### config.mk
export PLATFORM = sky130hd
export DESIGN_NAME = gslc_datapath
export DESIGN_NICKNAME = d
export VERILOG_FILES = /design/src/design/gslc_pkg.sv /design/src/design/gslc_div.sv /design/src/design/gslc_datapath.sv
export SDC_FILE = /design/constraint.sdc
export NUM_CORES = 2
export LEC_CHECK = 0
export BUFFER_PORTS_ARGS = -buffer_cell sky130_fd_sc_hd__buf_2
export CORE_UTILIZATION = 50
export CTS_CLUSTER_DIAMETER = 30
export DETAILED_ROUTE_END_ITERATION = 8
export PLACE_DENSITY = 0.8
export SLEW_MARGIN = 20
export SYNTH_ARGS = -nofsm -noshare
export SYNTH_HDL_FRONTEND = slang
export SYNTH_SLANG_ARGS = --single-unit
### constraint.sdc
create_clock -name clk -period 12 [get_ports clk]
set_input_delay 1.8 -clock clk [delete_from_list [all_inputs] [get_ports clk]]
set_output_delay 1.8 -clock clk [all_outputs]
set_load 0.005 [all_outputs]
### src/design/gslc_pkg.sv
// ---------------------------------------------------------------------------
// gslc_pkg: shared constants and types for the grid sync launch checker
// Widths, reset values, mode codes and controller/datapath command structs.
// ---------------------------------------------------------------------------
package gslc_pkg;

  localparam int FreqLowLimitDef  = 56320;
  localparam int FreqHighLimitDef = 66560;
  localparam int MaxPowerDef      = 100000;

  localparam logic [1:0] MODE_TICK  = 2'd0;
  localparam logic [1:0] MODE_ACT   = 2'd1;
  localparam logic [1:0] MODE_DEACT = 2'd2;

  localparam logic [2:0] REG_UPDATE_DELAY  = 3'd0;
  localparam logic [2:0] REG_RESISTIVE     = 3'd1;
  localparam logic [2:0] REG_MAX_FSPREAD   = 3'd2;
  localparam logic [2:0] REG_MAX_PSPREAD   = 3'd3;
  localparam logic [2:0] REG_MIN_SYNC_MAG  = 3'd4;
  localparam logic [2:0] REG_PHASE_LEAD    = 3'd5;
  localparam logic [2:0] REG_LAUNCH_LOCKED = 3'd6;
  localparam logic [2:0] REG_BASE_FREQ     = 3'd7;

  localparam logic [16:0] FREQ_RESET   = 17'd61440;
  localparam logic [16:0] CLAMP_LOW_F  = 17'd59392;
  localparam logic [16:0] CLAMP_HIGH_F = 17'd63488;
  localparam logic [20:0] TICK_MAX     = 21'h1FFFFF;
  localparam logic [15:0] AMP_ONE      = 16'd32768;
  localparam int          FULL_TURN    = 46080;
  localparam int          OSC_LEAD     = 806;
  localparam logic [13:0] ISO_MAG      = 14'd480;
  localparam logic [13:0] SYNC_HEAD    = 14'd160;

  // datapath commands from the controller
  typedef struct packed {
    logic load_in;    // capture input word and start work
    logic div_start;  // start a divide
    logic div_sel;    // 0: ticks, 1: amplitude
  } gslc_cmd_t;

  typedef struct packed {
    logic div_busy;
  } gslc_sts_t;

endpackage

### src/design/gslc_div.sv
// ---------------------------------------------------------------------------
// gslc_div: radix-2 restoring divider
// One quotient bit per cycle; 42-bit dividend, 24-bit divisor.
// ---------------------------------------------------------------------------
module gslc_div import gslc_pkg::*; (
  input  logic        clk,
  input  logic        rst_n,
  input  logic        start,
  input  logic [41:0] dividend,
  input  logic [23:0] divisor,
  output logic        busy,
  output logic [41:0] quot
);
  logic [41:0] q_r, q_nxt;
  logic [24:0] rem_r, rem_nxt;
  logic [23:0] d_r, d_nxt;
  logic [5:0]  cnt_r, cnt_nxt;
  logic        busy_r, busy_nxt;
  logic [24:0] trial;

  always_comb begin
    q_nxt = q_r; rem_nxt = rem_r; d_nxt = d_r; cnt_nxt = cnt_r; busy_nxt = busy_r;
    trial = {rem_r[23:0], q_r[41]};
    if (start) begin
      q_nxt = dividend; rem_nxt = '0; d_nxt = divisor;
      cnt_nxt = 6'd42; busy_nxt = 1'b1;
    end else if (busy_r) begin
      if (trial >= {1'b0, d_r}) begin
        rem_nxt = trial - {1'b0, d_r};
        q_nxt   = {q_r[40:0], 1'b1};
      end else begin
        rem_nxt = trial;
        q_nxt   = {q_r[40:0], 1'b0};
      end
      cnt_nxt = cnt_r - 6'd1;
      if (cnt_r == 6'd1) busy_nxt = 1'b0;
    end
  end

  always_ff @(posedge clk) begin
    if (!rst_n) begin
      busy_r <= 1'b0; cnt_r <= '0;
    end else begin
      busy_r <= busy_nxt; cnt_r <= cnt_nxt;
    end
    q_r <= q_nxt; rem_r <= rem_nxt; d_r <= d_nxt;
  end

  assign busy = busy_r;
  assign quot = q_r;
endmodule

### src/design/gslc_datapath.sv
// ---------------------------------------------------------------------------
// gslc_datapath: tracker state, window min/max, decision and result word
// Captures one input word, runs two divides and forms the result fields.
// ---------------------------------------------------------------------------
module gslc_datapath import gslc_pkg::*; #(
  parameter int FreqLowLimit  = FreqLowLimitDef,
  parameter int FreqHighLimit = FreqHighLimitDef
) (
  input  logic               clk,
  input  logic               rst_n,
  input  gslc_cmd_t          cmd,
  output gslc_sts_t          sts,
  input  logic [1:0]         in_mode,
  input  logic signed [15:0] in_grid_phase,
  input  logic [16:0]        in_grid_frequency,
  input  logic [13:0]        in_grid_magnitude,
  input  logic [15:0]        in_oscillator_phase,
  input  logic [13:0]        in_dc_link_voltage,
  input  logic [13:0]        in_dc_setpoint,
  input  logic [15:0]        update_delay,
  input  logic               resistive_load,
  input  logic [16:0]        max_freq_spread,
  input  logic [15:0]        max_phase_spread,
  input  logic [13:0]        min_sync_magnitude,
  input  logic signed [15:0] phase_lead,
  input  logic               launch_locked,
  input  logic [16:0]        base_frequency,
  output logic               res_active,
  output logic               res_launch,
  output logic               res_damping_write,
  output logic               res_drive_valid,
  output logic [16:0]        res_output_frequency,
  output logic [20:0]        res_pwm_phase_ticks,
  output logic [15:0]        res_start_amplitude
);
  // state
  logic               running_r;
  logic [15:0]        wcnt_r;
  logic signed [16:0] plo_r, phi_r;
  logic [16:0]        flo_r, fhi_r, trk_r;
  logic               lflag_r;
  // per-item operands held for the divides
  logic [16:0] tf_r;      // divisor frequency
  logic [16:0] sphase_r;  // set phase (1..78930 when positive)
  logic        spos_r;
  logic [14:0] anum_r;
  logic [13:0] aden_r;
  logic [16:0] ofreq_r;
  logic        valid_r, damp_r, need_tick_r;

  logic [31:0] osc_prod;
  logic signed [18:0] s_sum, s1, s2;
  logic signed [16:0] gp17, pd;
  logic [16:0] ps, fs, cf;
  logic sync_ok, iso_ok, dec, ld;

  assign gp17 = {in_grid_phase[15], in_grid_phase};
  assign osc_prod = in_oscillator_phase * 32'd58671 + 32'd32768;
  always_comb begin
    s_sum = 19'(gp17) + 19'(osc_prod[31:16]) + 19'(OSC_LEAD) + 19'(phase_lead);
    s1 = (s_sum < 0) ? s_sum + 19'(FULL_TURN) : s_sum;
    s2 = (s1 > 19'(FULL_TURN)) ? s1 - 19'(FULL_TURN) : s1;
    pd = phi_r - plo_r;
    ps = pd[16] ? 17'(-pd) : 17'(pd);
    fs = (fhi_r >= flo_r) ? fhi_r - flo_r : flo_r - fhi_r;
    cf = (trk_r < CLAMP_LOW_F) ? CLAMP_LOW_F : (trk_r > CLAMP_HIGH_F) ? CLAMP_HIGH_F : trk_r;
    dec = (wcnt_r > update_delay) || resistive_load;
    sync_ok = (fs < max_freq_spread) && (ps < 17'(max_phase_spread)) &&
              (in_grid_magnitude > min_sync_magnitude) && !resistive_load &&
              (trk_r > 17'(FreqLowLimit)) && (trk_r < 17'(FreqHighLimit));
    iso_ok = (in_grid_magnitude < ISO_MAG) || resistive_load;
  end
  assign ld = cmd.load_in;

  always_ff @(posedge clk) begin
    if (!rst_n) begin
      running_r <= 1'b0; wcnt_r <= '0; plo_r <= '0; phi_r <= '0;
      flo_r <= '0; fhi_r <= '0; trk_r <= FREQ_RESET; lflag_r <= 1'b0;
      valid_r <= 1'b0; damp_r <= 1'b0; need_tick_r <= 1'b0;
    end else if (ld) begin
      valid_r <= 1'b0; damp_r <= 1'b0; need_tick_r <= 1'b0;
      case (in_mode)
        MODE_ACT: begin
          running_r <= 1'b1; wcnt_r <= '0; plo_r <= gp17; phi_r <= gp17;
          flo_r <= in_grid_frequency; fhi_r <= in_grid_frequency; trk_r <= FREQ_RESET;
        end
        MODE_DEACT: begin
          running_r <= 1'b0; wcnt_r <= '0; plo_r <= '0; phi_r <= '0;
          flo_r <= '0; fhi_r <= '0; trk_r <= FREQ_RESET; lflag_r <= 1'b0;
        end
        MODE_TICK: begin
          if (running_r) begin
            if (dec) begin
              wcnt_r <= '0;
              if (sync_ok || iso_ok) begin
                valid_r <= 1'b1;
                need_tick_r <= sync_ok;
                if (!launch_locked) begin
                  damp_r <= 1'b1; lflag_r <= 1'b1; running_r <= 1'b0;
                end
              end else begin
                plo_r <= gp17; phi_r <= gp17;
                flo_r <= in_grid_frequency; fhi_r <= in_grid_frequency;
                trk_r <= in_grid_frequency;
              end
            end else begin
              wcnt_r <= wcnt_r + 16'd1;
              if (plo_r > gp17) plo_r <= gp17;
              if (phi_r < gp17) phi_r <= gp17;
              if (flo_r > in_grid_frequency) flo_r <= in_grid_frequency;
              if (fhi_r < in_grid_frequency) fhi_r <= in_grid_frequency;
              valid_r <= 1'b1; need_tick_r <= 1'b1;
            end
          end
        end
        default: ;
      endcase
    end
    if (ld) begin
      sphase_r <= s2[16:0];
      spos_r   <= (s2 > 0);
      if (!dec) begin
        ofreq_r <= cf; tf_r <= cf;
        anum_r <= {1'b0, in_grid_magnitude}; aden_r <= in_dc_setpoint;
      end else if (sync_ok) begin
        ofreq_r <= trk_r; tf_r <= trk_r;
        anum_r <= 15'(in_grid_magnitude) + 15'(SYNC_HEAD); aden_r <= in_dc_link_voltage;
      end else begin
        ofreq_r <= base_frequency; tf_r <= trk_r;
        anum_r <= resistive_load ? 15'd0 : {1'b0, in_grid_magnitude};
        aden_r <= in_dc_setpoint;
      end
    end
  end

  // divides: ticks = 50e6*s / (45*f); amp = num*65536 / den
  // set phase can reach about 79000, so the tick dividend needs 42 bits
  logic [41:0] dvd, quot;
  logic [23:0] dvs;
  logic        dbusy;
  logic [41:0] tq_r, aq_r;
  logic        busy_d_r;
  logic        sel_r;

  assign dvd = cmd.div_sel ? {11'd0, anum_r, 16'd0} : 42'(sphase_r) * 42'd50000000;
  assign dvs = cmd.div_sel ? {10'd0, aden_r} : 24'(tf_r) * 24'd45;

  gslc_div u_div (
    .clk(clk), .rst_n(rst_n), .start(cmd.div_start),
    .dividend(dvd), .divisor(dvs), .busy(dbusy), .quot(quot)
  );

  always_ff @(posedge clk) begin
    if (!rst_n) busy_d_r <= 1'b0;
    else        busy_d_r <= dbusy;
    if (cmd.div_start) sel_r <= cmd.div_sel;
    if (busy_d_r && !dbusy) begin
      if (sel_r) aq_r <= quot;
      else       tq_r <= quot;
    end
  end
  assign sts.div_busy = dbusy || (busy_d_r && !dbusy) || cmd.div_start;

  always_comb begin
    res_active = running_r;
    res_launch = lflag_r;
    res_damping_write = damp_r;
    res_drive_valid = valid_r;
    res_output_frequency = valid_r ? ofreq_r : 17'd0;
    if (!valid_r || !need_tick_r || !spos_r) res_pwm_phase_ticks = '0;
    else if (tf_r == 17'd0 || tq_r > 42'(TICK_MAX)) res_pwm_phase_ticks = TICK_MAX;
    else res_pwm_phase_ticks = tq_r[20:0];
    if (!valid_r) res_start_amplitude = '0;
    else if (aden_r <= 14'd16 || aq_r > 42'(AMP_ONE)) res_start_amplitude = AMP_ONE;
    else res_start_amplitude = aq_r[15:0];
  end
endmodule

* Word level (Yosys, flattened, before mapping) *
Index checks and enable logic that the tools add are counted.

storage, ports and cells
  output and inout bits = 59
  bits of input ports = 196
  flip-flop bits (word level) = 370
  word-level logic and storage cells = 197

operators by class
  equal/unequal tests = 13
  order comparisons = 21
  bitwise operators = 2
  add/sub/neg operators = 14
  mux-type cells = 77
  reductions and logical operators = 38
  multiply operators = 3

operator list
  operator                  count
  $mux W17                  24
  $pmux W17 S3              4
  $mux W42                  3
  $mux W14                  5
  $mux W16                  4
  $sub A17 B17 Y17          3
  $gt A42 B16 Y1 const B    1
  $gt A42 B21 Y1 const B    1
  $mux W21                  2
  $mux W19                  2
  $mul A17 B19 Y35 const B  1
  $gt A17 B16 Y1 const B    2
  $lt A17 B16 Y1            2
  $lt A17 B17 Y1            2
  $pmux W17 S2              1
  $add A32 B16 Y32 const B  1
  $mul A16 B16 Y32 const B  1
  $pmux W16 S2              1
  $ge A25 B24 Y1            1
  $mux W1                   25
  $reduce_and A5 Y1         5
  $mux W24                  1
  $sub A24 B24 Y24          1
  $mul A17 B6 Y23 const B   1
  other kinds (42)          74

* Depth between registers and ports, before layout *
  depth after elaboration = 14
  depth in mapped cells = 45
  depth with buffers taken out = 43

* Cells and area by module *
Synthesis repeated with hierarchy kept, for this count alone.

second synthesis, totals
  cell total of the unflattened synthesis = 3707
  area, all modules = 35895.7 µm²

by module, submodules not included
  module         sequential area each (µm²)  instances  cells an instance  area each (µm²)
  gslc_datapath  7086.8                      1          3224               30570.6
  gslc_div       2602.5                      1          483                5325.1

* Worst setup path after synthesis *
Ideal clock, no wire load.

  kind = input-to-reg
  start = input port in_oscillator_phase[10]
  end = register spos_r (data pin)
  cell stages on the path = 42
  data required time = 11.735 ns
  path buffers = 3
  setup time = 0.265 ns
  path slack = 0.207 ns
  data arrival time = 11.528 ns
  cells stage by stage = fa_1 > ha_1 > ha_1 > fa_1 > inv_1 > fa_1 > inv_1 > fa_1 > ha_1 > a21o_1 > a21o_1 > a21o_1 > a2111oi_0 > o21bai_1 > a311oi_1 > a211oi_1 > o21a_1 > o21a_1 > (+6 left out) > ha_1 > ha_1 > clkbuf_1 > a21o_1 > a21oi_1 > nand2_1 > o21ai_1 > mux2i_1 > nor2_1 > clkbuf_1 > xnor2_1 > ha_1 > a31oi_1 > o22ai_1 > clkbuf_1 > o22ai_1 > nor3b_1 > a31oi_1

on the way
  longest elaborated chain between the ends = 10
  elaborated cells on any way between the ends = 12
  classes of those cells = add/sub (6); mul (1); order compare (3); mux (2)

RTL lines
  element                                                    line                  source
  start: declaration                                         gslc_datapath.sv:17   input logic [15:0] in_oscillator_phase,
  $mul A16 B16 Y32 (*)                                       gslc_datapath.sv:58   assign osc_prod = in_oscillator_phase * 32'd58671 + 32'd32768;
  $add A32 B16 Y32 (*)                                       gslc_datapath.sv:58
  $add A16 B17 Y18 (*)                                       gslc_datapath.sv:60   s_sum = 19'(gp17) + 19'(osc_prod[31:16]) + 19'(OSC_LEAD) + 19'(phase_lead);
  $add A18 B11 Y19 (*)                                       gslc_datapath.sv:60
  $add A19 B19 Y19 (*)                                       gslc_datapath.sv:60
  $add A19 B17 Y19 / $lt A19 B1 Y1 (equally long branches)   gslc_datapath.sv:61   s1 = (s_sum < 0) ? s_sum + 19'(FULL_TURN) : s_sum;
  $mux W19 (*)                                               gslc_datapath.sv:61
  $sub A19 B17 Y19 / $gt A19 B17 Y1 (equally long branches)  gslc_datapath.sv:62   s2 = (s1 > 19'(FULL_TURN)) ? s1 - 19'(FULL_TURN) : s1;
  $mux W19 (*)                                               gslc_datapath.sv:62
  named net s2[14]                                           gslc_datapath.sv:52   logic signed [18:0] s_sum, s1, s2;
  $gt A19 B1 Y1 (*)                                          gslc_datapath.sv:121  spos_r <= (s2 > 0);
  end signal: assignment                                     gslc_datapath.sv:121
  end: declaration                                           gslc_datapath.sv:45   logic spos_r;

The timed path passes the listed nets; every way through them passes the cells marked *.
A chain may end at the register's enable or synchronous reset.

* Worst setup path after layout *
  start = input port in_oscillator_phase[12]
  end = register spos_r (data pin)

The elaborated chain is that of the path after synthesis.

==> impl_results.md <==
- Row count: 96
- All-Layer GR Usage: 0.2365
- Max H-tree Level: 3
- DR pass1 iterations: 5
- Synth warnings: 0
- Final worst-path cycle share: 0.9479
- Synthesized cell area: about 35,000 um^2
- Slowest stage delay, CP: 0.54 ns
- Metal2 WL: approximately 39 mm
- DRC violations left: 0
- CP endpoint kind: flop
- RSZ-0062 raised after global routing: no
- Antenna violations before repair: 13
- Initial drt markers: 1,788
- Clk pin slew, worst setup/hold paths: ~0.06 ns
- Final HPWL DP: 67.01 mm
- Hold_buf cts: 0
- Final hold viol count: 0
- Worst-path maximum fanout: 10
- Die area: 70,750 um^2
- Reg2Reg Setup Slack: 4.53 ns
- ANT nets after route: 0
- Ys flop type: edfxtp_1
- Critical path's slowest cell: or3b_2
- Chip width: about 270 um
- Post-Syn Nets: ~4,500
- Grt total ovfl: 0
- Layout cells sized above 1: 0.1311
- Pin count of the biggest net entering global routing: 84
- Worst r2r path cells: 26
- Clock buffer depth: 3
- Worst-Margin Slew: between 1 and 1.5 ns
- Syn Inst Count: 3,530
- Core area: approximately 69,000 um^2
- Final setup violation count: 0
- Critical path arrival: about 12 ns
- Non-filler instance count after layout: 4,820
- IO buf count: ~250
- Root buf cell: clkbuf_16
- Initial Utilization: 0.5063
- Hold depth: 0
- Worst Clk Skew: 0.03072 ns
- Post-synth EDFFs: 231
- Register area share after synthesis: 0.2772
- Number of vias per cell: around 5.5
- Die extent in y: 266.0 um
- WL/cell: ~17 um
- Area growth from synthesis to layout: 14.54%
- Required @ worst endpoint: 12.35 ns
- DR top layer: met5
- R2r endpoint: anum_r[9]
- First-pass GRT wire length: 133.5 mm
- Hold_sp: u_div.quot[25]
- Hold Path Sink: aq_r[25]
- Vias: 26,270
- Placed Cells: 4,679
- CP most frequent cell: ha_1
- Crit path time final: 11.37 ns
- Clock Latency Late Sink: 0.62 ns
- Io pins: ~260
- FFs w/ async S/R, synth: 0
- Clk sink count: roughly 370
- M1 WL: between 30 and 40 mm
- Mean area per synthesized cell: approximately 9.9 um^2
- Achievable Freq: between 80 and 90 MHz
- Rel. slew slack: 0.2854
- TritonCTS clock tree: done
- CP startpoint kind: input pin
- WL met3: roughly 5.8 mm
- Final RePlAce weighted congestion: ~0.94
- Hold Path Class: reg -> reg
- Vias in the first global route: approximately 26,000
- Status: completed
- Final-report max-slew violation count: 0
- Final setup TNS: 0 ns
- Drt total wl: 83.45 mm
- Netlist cell types: 84
- Setup CP Type: in -> reg
- #FFs+latches synth: around 370
- Total CTS buffers: 74
- Nets: 4,810
- Max Cap Violations: 0
- RR Startpoint: plo_r[0]
[metal layers]
metal / vias to the layer above / GRT usage
li1: 12810 / -
met1: 12490 / 0.3123
met2: 805 / 0.3859
met3: 154 / 0.04982
met4: 16 / 0.07751
met5: - / 0
[worst max-delay path by stage]
stage                             from     end  slack (ns)  depth (start not counted)
5_1_grt         in_oscillator_phase[3]  spos_r        0.09                         40
3_5_place_dp    in_oscillator_phase[5]  spos_r       -0.20                         38
2_1_floorplan  in_oscillator_phase[10]  spos_r        0.21                         42
3_3_place_gp    in_oscillator_phase[7]  spos_r        0.24                         39
4_1_cts         in_oscillator_phase[7]  spos_r        0.44                         38
6_report       in_oscillator_phase[12]  spos_r        0.63                         41
[sequential cells by signal, indices dropped and copies added, names as in the netlist, 14 cells and up]
register and cells:
aq_r 42, flo_r 17, trk_r 17, u_div.d_r 23
u_div.quot 42, sphase_r 17, fhi_r 17, plo_r 16
anum_r 15, wcnt_r 16, tq_r 42, tf_r 17
u_div.rem_r 24, ofreq_r 17, phi_r 16, aden_r 14
[area by class of cell]
| type | instances | area, um^2 |
|---|---|---|
| clock inverter | 49 | 563.0 |
| fill | 5623 | 28920 |
| tap | 931 | 1165 |
| multi-input combinational | 2433 | 22470 |
| clock buffer | 86 | 1968 |
| sequential | 367 | 9659 |
| inverter | 651 | 2444 |
| antenna | 5 | 12.51 |
| timing repair buffer | 298 | 1627 |
[cells in the mapped netlist (all sizes together), types with 6 or more instances]
| cell type | n | area [um^2] |
|---|---|---|
| nor4 | 33 | 206.5 |
| o2111ai | 7 | 61.31 |
| or2 | 14 | 87.58 |
| and3 | 17 | 106.4 |
| nor3 | 55 | 280.3 |
| or4 | 6 | 45.04 |
| edfxtp | 231 | 6937 |
| o21a | 73 | 548.0 |
| clkbuf | 62 | 232.7 |
| o311ai | 6 | 52.55 |
| a21o | 64 | 480.5 |
| xnor2 | 87 | 762.0 |
| a2111oi | 6 | 58.80 |
| a21oi | 168 | 844.6 |
| xor2 | 65 | 569.3 |
| o22ai | 21 | 131.4 |
| nand4 | 36 | 231.5 |
| a31oi | 24 | 150.1 |
| nor3b | 6 | 45.04 |
| nand3 | 34 | 170.2 |
| inv | 651 | 2444 |
| nor2b | 49 | 306.5 |
| o21bai | 23 | 172.7 |
| o21ai | 122 | 610.6 |
| and2 | 58 | 362.8 |
| fa | 250 | 5005 |
| nor2 | 192 | 720.7 |
| mux2i | 34 | 340.3 |
| a21boi | 13 | 101.4 |
| dfxtp | 136 | 2723 |
| nand2 | 107 | 401.6 |
| nand2b | 38 | 237.7 |
| or3 | 18 | 112.6 |
| a22o | 81 | 709.4 |
| o211ai | 15 | 112.6 |
| o41ai | 10 | 151.4 |
| a211oi | 39 | 310.3 |
| ha | 539 | 6744 |
| mux2 | 41 | 461.7 |
| buf | 17 | 87.59 |
| o31ai | 11 | 82.58 |
[cell families (layout without fill, tap and decap cells)]
logic type / after synthesis / count (layout) / share of synthesized area
AO/OA/AOI/OAI: 737 / 737 / 0.1457
XOR/XNOR: 152 / 152 / 0.03821
adder cells (fa/ha/maj): 789 / 789 / 0.3372
buffers and inverters: 730 / 1084 / 0.07932
flip-flops: 367 / 367 / 0.2772
multiplexers: 75 / 75 / 0.02302
other: 0 / 5 / 0
AND/OR/NAND/NOR: 680 / 680 / 0.09939
[placed cells by master, fill, tap and decap left out, drive strengths merged, types with 10 or more instances in the layout]
cell type,instances
clkinvlp,12
mux2i,34
o31ai,11
o21bai,23
o41ai,10
a31oi,24
xnor2,87
nand3,34
buf,298
o21ai,122
or3,18
and2,58
nand2b,38
o22ai,21
nor3,55
a21o,64
a22o,81
mux2,41
xor2,65
nand2,107
inv,670
nor2,192
and3,17
a21boi,13
o21a,73
dfxtp,136
clkbuf,86
fa,250
ha,539
a211oi,39
edfxtp,231
nor4,33
clkinv,13
a21oi,168
or2,14
nor2b,49
nand4,36
o211ai,15
[through the flow]
step	worst slack [ns]	util	hold WS [ns]	cell area, um^2
floorplan	0.2070	-	0.4360	34840
global placement	0.2443	0.5420	0.4547	37310
detailed placement	-0.1996	0.5420	0.4614	37310
CTS	0.4388	0.5788	0.4649	39840
global route	0.09191	0.5799	0.4857	39910
finish	0.6254	0.5799	0.4585	39910
[worst max-delay path: cells and delay by family]
kind,cells,cell delay [ns]
buffers and inverters,8,1.06
AO/OA/AOI/OAI,16,3.14
AND/OR/NAND/NOR,5,1.23
adder cells (fa/ha/maj),11,4.36
XOR/XNOR,1,0.11
[what timing repair did]
action / 4_1_cts / 5_1_grt
endpoints found under the setup margin: 0 / 6
gates resized for setup: 0 / 6
buffers inserted: 0 / 0
Power is not shown: default switching activity piles up to over one toggle a cycle in this logic, so the estimate is an artifact.
